===== src/i8vq_pkg.sv =====
// Package with payload types, register indexes and widths of the int8 vector quantizer.
package i8vq_pkg;

  localparam int SampleWidth = 20;
  localparam int CodeWidth   = 8;
  localparam int SqWidth     = 2 * SampleWidth;
  localparam int AccWidth    = 51;
  localparam int CfgIdxWidth = 8;

  localparam logic [CfgIdxWidth-1:0] CfgBias      = 8'd0;
  localparam logic [CfgIdxWidth-1:0] CfgQueryMode = 8'd1;

  typedef struct packed {
    logic signed [SampleWidth-1:0] sample;
    logic                          in_last;
  } item_t;

  typedef struct packed {
    logic [CodeWidth-1:0] code;
    logic                 end_of_vector;
    logic [AccWidth-1:0]  half_sq_sum;
  } result_t;

endpackage


===== src/int8_vector_quantizer_sq_sum.sv =====
// Top level of the int8 vector quantizer with half sum of squares.
// An accepted item passes through the input stage and then the result stage.
// Throughput: one item per cycle while the result is not stalled; the stage-two accumulate loop sets that figure.
// A stalled result holds; the input stage keeps accepting until it too is full.
// Reset (rst, synchronous): clears bias, query_mode, the accumulator and both valids.
module int8_vector_quantizer_sq_sum (
  input  logic                               clk,
  input  logic                               rst,
  input  logic                               item_valid,
  output logic                               item_stall,
  input  i8vq_pkg::item_t                    item,
  output logic                               result_valid,
  input  logic                               result_stall,
  output i8vq_pkg::result_t                  result,
  input  logic                               cfg_valid,
  output logic                               cfg_ready,
  input  logic [i8vq_pkg::CfgIdxWidth-1:0]   cfg_index,
  input  logic [i8vq_pkg::SampleWidth-1:0]   cfg_data
);

  localparam int SW = i8vq_pkg::SampleWidth;
  localparam int AW = i8vq_pkg::AccWidth;
  localparam int QW = i8vq_pkg::SqWidth;

  // configuration registers
  logic signed [SW-1:0] bias;
  logic                 query_mode;

  // stage one: rounded code and square of the element (zero in query mode)
  logic                 s1_valid;
  logic [7:0]           s1_code;
  logic [QW-1:0]        s1_sq;
  logic                 s1_last;

  // running sum of squares
  logic [AW-1:0]        acc;
  logic [AW-1:0]        acc_next;
  logic [AW-1:0]        half_next;
  logic [AW:0]          acc_sum;
  logic [AW-1:0]        acc_sat;

  logic                 item_accept;
  logic                 s2_load;

  logic signed [SW:0]   biased;
  logic signed [SW+1:0] rounded_sum;
  logic signed [SW-7:0] rounded;
  logic [7:0]           code_next;
  logic signed [QW-1:0] sq_next;

  assign cfg_ready = 1'b1;

  // write configuration transactions
  always_ff @(posedge clk) begin
    if (rst) begin
      bias       <= '0;
      query_mode <= 1'b0;
    end else if (cfg_valid && cfg_ready) begin
      unique case (cfg_index)
        i8vq_pkg::CfgBias:      bias       <= cfg_data;
        i8vq_pkg::CfgQueryMode: query_mode <= cfg_data[0];
        default: ;
      endcase
    end
  end

  // handshake: advance stage one when the result register is free
  assign s2_load     = s1_valid && (!result_valid || !result_stall);
  assign item_stall  = s1_valid && !s2_load;
  assign item_accept = item_valid && !item_stall;

  // add bias (outside query mode), round half away from zero, clamp to the mode's range
  always_comb begin
    if (query_mode) begin
      biased = {item.sample[SW-1], item.sample};
    end else begin
      biased = {item.sample[SW-1], item.sample} + {bias[SW-1], bias};
    end
    rounded_sum = {biased[SW], biased}
                + (biased[SW] ? (SW+2)'(signed'(127)) : (SW+2)'(signed'(128)));
    rounded = rounded_sum[SW+1:8];
    if (query_mode) begin
      if (rounded < 0)                        code_next = 8'd0;
      else if (rounded > (SW-6)'(signed'(255))) code_next = 8'd255;
      else                                    code_next = rounded[7:0];
    end else begin
      if (rounded < (SW-6)'(signed'(-128)))   code_next = 8'h80;
      else if (rounded > (SW-6)'(signed'(127))) code_next = 8'h7F;
      else                                    code_next = rounded[7:0];
    end
    sq_next = item.sample * item.sample;
  end

  // capture the accepted item into stage one
  always_ff @(posedge clk) begin
    if (rst) begin
      s1_valid <= 1'b0;
    end else if (item_accept) begin
      s1_valid <= 1'b1;
    end else if (s2_load) begin
      s1_valid <= 1'b0;
    end
  end

  always_ff @(posedge clk) begin
    if (item_accept) begin
      s1_code <= code_next;
      s1_sq   <= (query_mode) ? '0 : QW'(sq_next);
      s1_last <= item.in_last;
    end
  end

  // accumulate with saturation, report and clear on the last element
  always_comb begin
    acc_sum = {1'b0, acc} + (AW+1)'(s1_sq);
    acc_sat = acc_sum[AW] ? {AW{1'b1}} : acc_sum[AW-1:0];
    if (s1_last) begin
      acc_next  = '0;
      half_next = query_mode ? '0 : acc_sat;
    end else begin
      acc_next  = acc_sat;
      half_next = '0;
    end
  end

  always_ff @(posedge clk) begin
    if (rst) begin
      acc <= '0;
    end else if (s2_load) begin
      acc <= acc_next;
    end
  end

  // result register: hold while stalled
  always_ff @(posedge clk) begin
    if (rst) begin
      result_valid <= 1'b0;
    end else if (s2_load) begin
      result_valid <= 1'b1;
    end else if (!result_stall) begin
      result_valid <= 1'b0;
    end
  end

  always_ff @(posedge clk) begin
    if (s2_load) begin
      result.code          <= s1_code;
      result.end_of_vector <= s1_last;
      result.half_sq_sum   <= half_next;
    end
  end

endmodule


===== config.mk =====
export PLATFORM = sky130hd
export DESIGN_NAME = int8_vector_quantizer_sq_sum
export DESIGN_NICKNAME = d
export VERILOG_FILES = /design/src/i8vq_pkg.sv /design/src/int8_vector_quantizer_sq_sum.sv
export SDC_FILE = /design/constraint.sdc
export NUM_CORES = 1
export LEC_CHECK = 0
export ABC_AREA = 1
export ABC_CLOCK_PERIOD_IN_PS = 15640
export BUFFER_PORTS_ARGS = -buffer_cell sky130_fd_sc_hd__buf_2
export CAP_MARGIN = 20
export CORE_MARGIN = 10
export CORE_UTILIZATION = 51
export DETAILED_ROUTE_END_ITERATION = 10
export PLACE_DENSITY = 0.77
export SLEW_MARGIN = 20
export SYNTH_ARGS = -nofsm -noshare
export SYNTH_HDL_FRONTEND = slang
export SYNTH_SLANG_ARGS = --single-unit

===== constraint.sdc =====
create_clock -name clk -period 15.64 [get_ports clk]
set_input_delay 1.564 -clock clk [delete_from_list [all_inputs] [get_ports clk]]
set_output_delay 1.564 -clock clk [all_outputs]
set_load 0.02 [all_outputs]

### Yosys cells after proc, flatten, opt, wreduce, memory -nomap -nowiden

Index checks and enable logic that the tools add are counted.

| word-level totals | value |
|---|---|
| output and inout port bits | 63 |
| input port bits | 54 |
| bits in registers | 183 |
| word-level logic and storage cells | 48 |
| latch bits | 0 |
| memories kept | 0 |
| bits in writable memories | 0 |
| memory bits (read-only) | 0 |

| cells by class | value |
|---|---|
| $add $sub $neg | 3 |
| muxes and demuxes | 13 |
| $mul | 1 |
| magnitude comparators | 4 |
| bitwise operators | 1 |
| equality and inequality tests | 2 |
| shift operators | 0 |
| reduce and logical (&&, ||, !) cells | 13 |
| div/mod/pow operators | 0 |

Operators by type and width:

| cell | count |
|---|---|
| $mux W51 | 2 |
| $add A51 B40 Y52 | 1 |
| $mux W8 | 6 |
| $mul A20 B20 Y40 | 1 |
| $add A21 B9 Y22 | 1 |
| $add A20 B20 Y21 | 1 |
| $mux W21 | 1 |
| $gt A14 B8 Y1 const B | 1 |
| $gt A14 B9 Y1 const B | 1 |
| $lt A14 B1 Y1 const B | 1 |
| $lt A14 B8 Y1 const B | 1 |
| $eq A8 B1 Y1 const B | 1 |
| $logic_not A8 Y1 | 1 |
| $logic_not A1 Y1 | 4 |
| $mux W1 | 4 |
| $reduce_and A2 Y1 | 2 |
| $logic_and A1 B1 Y1 | 3 |
| $ne A2 B1 Y1 const B | 1 |
| $reduce_bool A2 Y1 | 1 |
| $reduce_or A2 Y1 | 1 |
| $logic_or A1 B1 Y1 | 1 |
| $not A1 Y1 | 1 |

### Longest topological paths before layout

| logic depth | value |
|---|---|
| depth in word-level cells | 8 |
| depth in mapped cells | 32 |
| depth with buffers taken out | 30 |

### Worst setup path after synthesis

Ideal clock, no wire load.

| timing path | value |
|---|---|
| path type | input -> register |
| from | input port item[20] (netlist bit) |
| to | register s1_sq[39], data pin |
| setup slack | 7607 ps |
| arrival | 7767 ps |
| library setup time | 266 ps |
| path buffers | 2 |
| required time | 15374 ps |
| stages on the path | 27 |
| path through | clkbuf_1 -> clkbuf_1 -> nand2_1 -> fa_1 -> fa_1 -> inv_1 -> fa_1 -> inv_1 -> fa_1 -> inv_1 -> fa_1 -> inv_1 -> fa_1 -> fa_1 -> inv_1 -> ha_1 -> a21oi_1 -> o21a_1 -> o221ai_1 -> a31oi_1 -> nand3_1 -> nand2_1 -> inv_1 -> o21ai_0 -> nand2_1 -> xor2_1 -> nor2_1 |

| between the ends | value |
|---|---|
| word-level cells in the longest chain between the ends | 1 |

Ends and longest elaborated chain:

| element | RTL line | source |
|---|---|---|
| start: declaration | int8_vector_quantizer_sq_sum.sv:11 | `input i8vq_pkg::item_t item,` |
| $mul A20 B20 Y40 | int8_vector_quantizer_sq_sum.sv:91 | `sq_next = item.sample * item.sample;` |
| end signal: assignment | int8_vector_quantizer_sq_sum.sv:108 | `s1_sq <= (query_mode) ? '0 : QW'(sq_next);` |
| end: declaration | int8_vector_quantizer_sq_sum.sv:32 | `logic [QW-1:0] s1_sq;` |

Every way passes these cells.
A chain may end at the register's enable or synchronous reset.

### Worst setup path in the final report

| timing path | value |
|---|---|
| from | input port item[3] (netlist bit) |
| to | register s1_sq[39], data pin |

Same word-level chain as after synthesis.

==> run_results.csv <==
group,metric,value,unit
hold_path,hp-start,"s1_code[5]",
placement,gp_congestion,0.958,
clock_network,htree_num_levels,4,
clock_network,cts_setup_buffers,0,
timing,fmax,119,MHz
routing,drc,0,
critical_path,cp.required,15.84,ns
die,die_w,242,um
logic_synthesis,ys_ff_latch,182,
routing,wirelength_met1,27300,um
routing,first_pass_iters,6,
routing,wl_met3,4720,um
logic_synthesis,synth_xor_area_share,2.15,%
timing,max-slew-margin-rel,35.7,%
grt,antenna_found_initial,0,
logic_synthesis,synth_compound_area_share,8.91,%
logic_synthesis,synthAdderAreaFrac,38.8,%
critical_path,cp.arrival,8.57,ns
critical_path,critical_path_buf_inv_count,8,
critical_path,slowest_delay,0.72,ns
clock_network,ctsResizeCount,0,
clock_network,cts.clk_slew.worst_paths,0.07,ns
timing,tns,0,ns
critical_path,path_class,"input pin to register",
routing,dr.max_layer_used,"met4",
clock_network,cts-hold-fix-buffers,0,
routing,dr_wl_met2,28800,um
timing,min_period_over_period,53.5,%
critical_path,r2r-start,"s1_sq[2]",
timing,tightest_slew,0.965,ns
timing,worst_slack,7.27,ns
run,max_cap_viol_count,0,
placement,port_buffers,115,
timing,rsz0062_at_grt,"no",
routing,avgViaCountPerCell,5.18,
run_status,outcome,"finished, final reports clean",
clock_network,cts_tree,"built",
layout,fin_util,55.2,%
hold_path,hp-class,"register to register",
grt,grt_max_degree,75,
timing,skew,0.0120,ns
critical_path,worstPathMaxFanout,24,
clock_network,cts_sinks,182,
clock_network,clockBufferDepth,2,
grt,grt_overflow,0,
routing,ant_nets,0,
logic_synthesis,synth_top_family_by_area,"adder cells",
critical_path,regToRegSetupSlack,11.39,ns
die,die-height,242,um
routing,vias,20183,
layout,fin_nets,3830,
critical_path,crit_path_start_kind,"input pin",
die,ios,117,
die,coreArea,0.0488,mm^2
timing,slew_violations,0,
layout,fillers,4530,
clock_network,cts_buffers,17,
critical_path,crit_start,"item[3]",
die,dieArea,0.0587,mm^2
die,start_util,51.6,%
grt,first_global_vias,20232,
clock_network,cts_root_buf,"clkbuf_16",
layout,layout_commonest_cell,"inv_1",
logic_synthesis,seq_area_frac_synth,18.7,%
layout,drive_above_1_share,7.54,%
logic_synthesis,synthMuxAreaShare,0,%
layout,final_cell_mix,"756 x inv_1, 724 x nand2_1, 382 x fa_1",
grt,grt_util_all_layers,21.4,%
critical_path,critPathTopFamily,"adder cells",
logic_synthesis,yosysWarnings,0,
timing,hold_viol,0,
logic_synthesis,synth_flop_cell,"edfxtp_1",
logic_synthesis,yosysUniqueCellTypes,61,
die,num_rows,81,
placement,dp_hpwl,49800,um
critical_path,worstSetupEndpointType,"register",
placement,pre_cts_slack,6.89,ns
logic_synthesis,syn_avg_cell_area,7.97,um^2
grt,grt_pass1_wl,102000,um
clock_network,clock_latency,0.46,ns
timing,setup_viol,0,
logic_synthesis,synth_area,0.0252,mm^2
logic_synthesis,async_flop_share,0,%
routing,routedWlPerCell,15.9,um
critical_path,cp_slowest_cell,"fa_1",
logic_synthesis,synth_simple_gate_area_share,18.5,%
routing,first_iter_violations,1582,
timing,fin_crit,8.37,ns
routing,routed_wirelength,62200,um
layout,area_growth,7.06,%
logic_synthesis,synth_edf_count,108,
layout,antennaDiodeCount,0,
logic_synthesis,postSynthCellCount,3164,
## final timing paths
kind	to	cells after the start
setup / recovery	s1_sq[39]	27
hold / removal	result[57]	0
setup reg to reg	result[21]	20
hold reg to reg	result[57]	0
## registers in the layout, summed over array words and instances, names as in the netlist
signal / cells
s1_code: 8
s1_last: 1
bias: 20
acc: 51
result: 60
s1_sq: 39
query_mode: 1
s1_valid: 1
result_valid: 1
## kinds of logic after synthesis
logic type / Yosys count
AOI/OAI and AO/OA: 400
and+or+nand+nor: 1112
other: 2
xor gates and xnor gates: 62
adders and majority gates: 553
DFF: 182
buffers and inverters: 853
## layer usage
| layer | vias up | GRT usage [%] |
|---|---|---|
| met1 | 9628 | 28.6 |
| met3 | 91 | 4.22 |
| met2 | 694 | 35.0 |
| li1 | 9770 | - |
| met5 | - | 0 |
| met4 | 0 | 5.44 |
## per-stage QoR
step / area, um^2 / std cells / hold slack (ns)
after floorplan: 25200 / 3165 / 0.400
after global placement: 26300 / 3867 / 0.403
after detailed placement: 26300 / 3867 / 0.412
after CTS: 27000 / 3899 / 0.424
after global routing: 27000 / 3900 / 0.428
final: 27000 / 3900 / 0.422
## synthesized netlist by cell type (3+ instances only)
cell	number	share of area, %
inv_1	757	11
nand2_1	724	11
fa_1	382	30
a21oi_1	220	4.4
nor2_1	175	2.6
ha_1	171	8.5
edfxtp_1	108	13
nand3_1	94	1.9
o21ai_0	82	1.6
dfxtp_1	74	5.9
clkbuf_1	65	0.97
xor2_1	33	1.1
xnor2_1	29	1.0
or2_2	28	0.70
nand4_1	24	0.60
o21a_1	18	0.54
nand2_2	15	0.37
o21ai_1	13	0.26
a31oi_1	12	0.30
nor3_1	11	0.22
buf_1	10	0.15
a21o_1	9	0.27
nor4_1	9	0.22
o221ai_1	9	0.31
inv_2	8	0.12
nand3_2	7	0.28
o21bai_1	7	0.21
buf_2	6	0.12
a21oi_2	4	0.14
nand2_4	4	0.18
nor2_2	4	0.099
nor2_4	4	0.18
a211oi_1	3	0.089
a31o_2	3	0.10
buf_4	3	0.089
o211ai_1	3	0.089
## layout make-up
cell class,instances,area [um^2],share of cell area [%]
clock inverter,14,183,0.677
tap,664,831,3.08
clock buffer,18,439,1.63
timing repair buffer,125,658,2.44
multi-input combinational,2130,17300,64.0
sequential,182,4720,17.5
inverter,767,2880,10.7
Power is left out: the tool's default activity adds up to more than one toggle a clock period on the data nets, which glitch-free logic cannot reach.
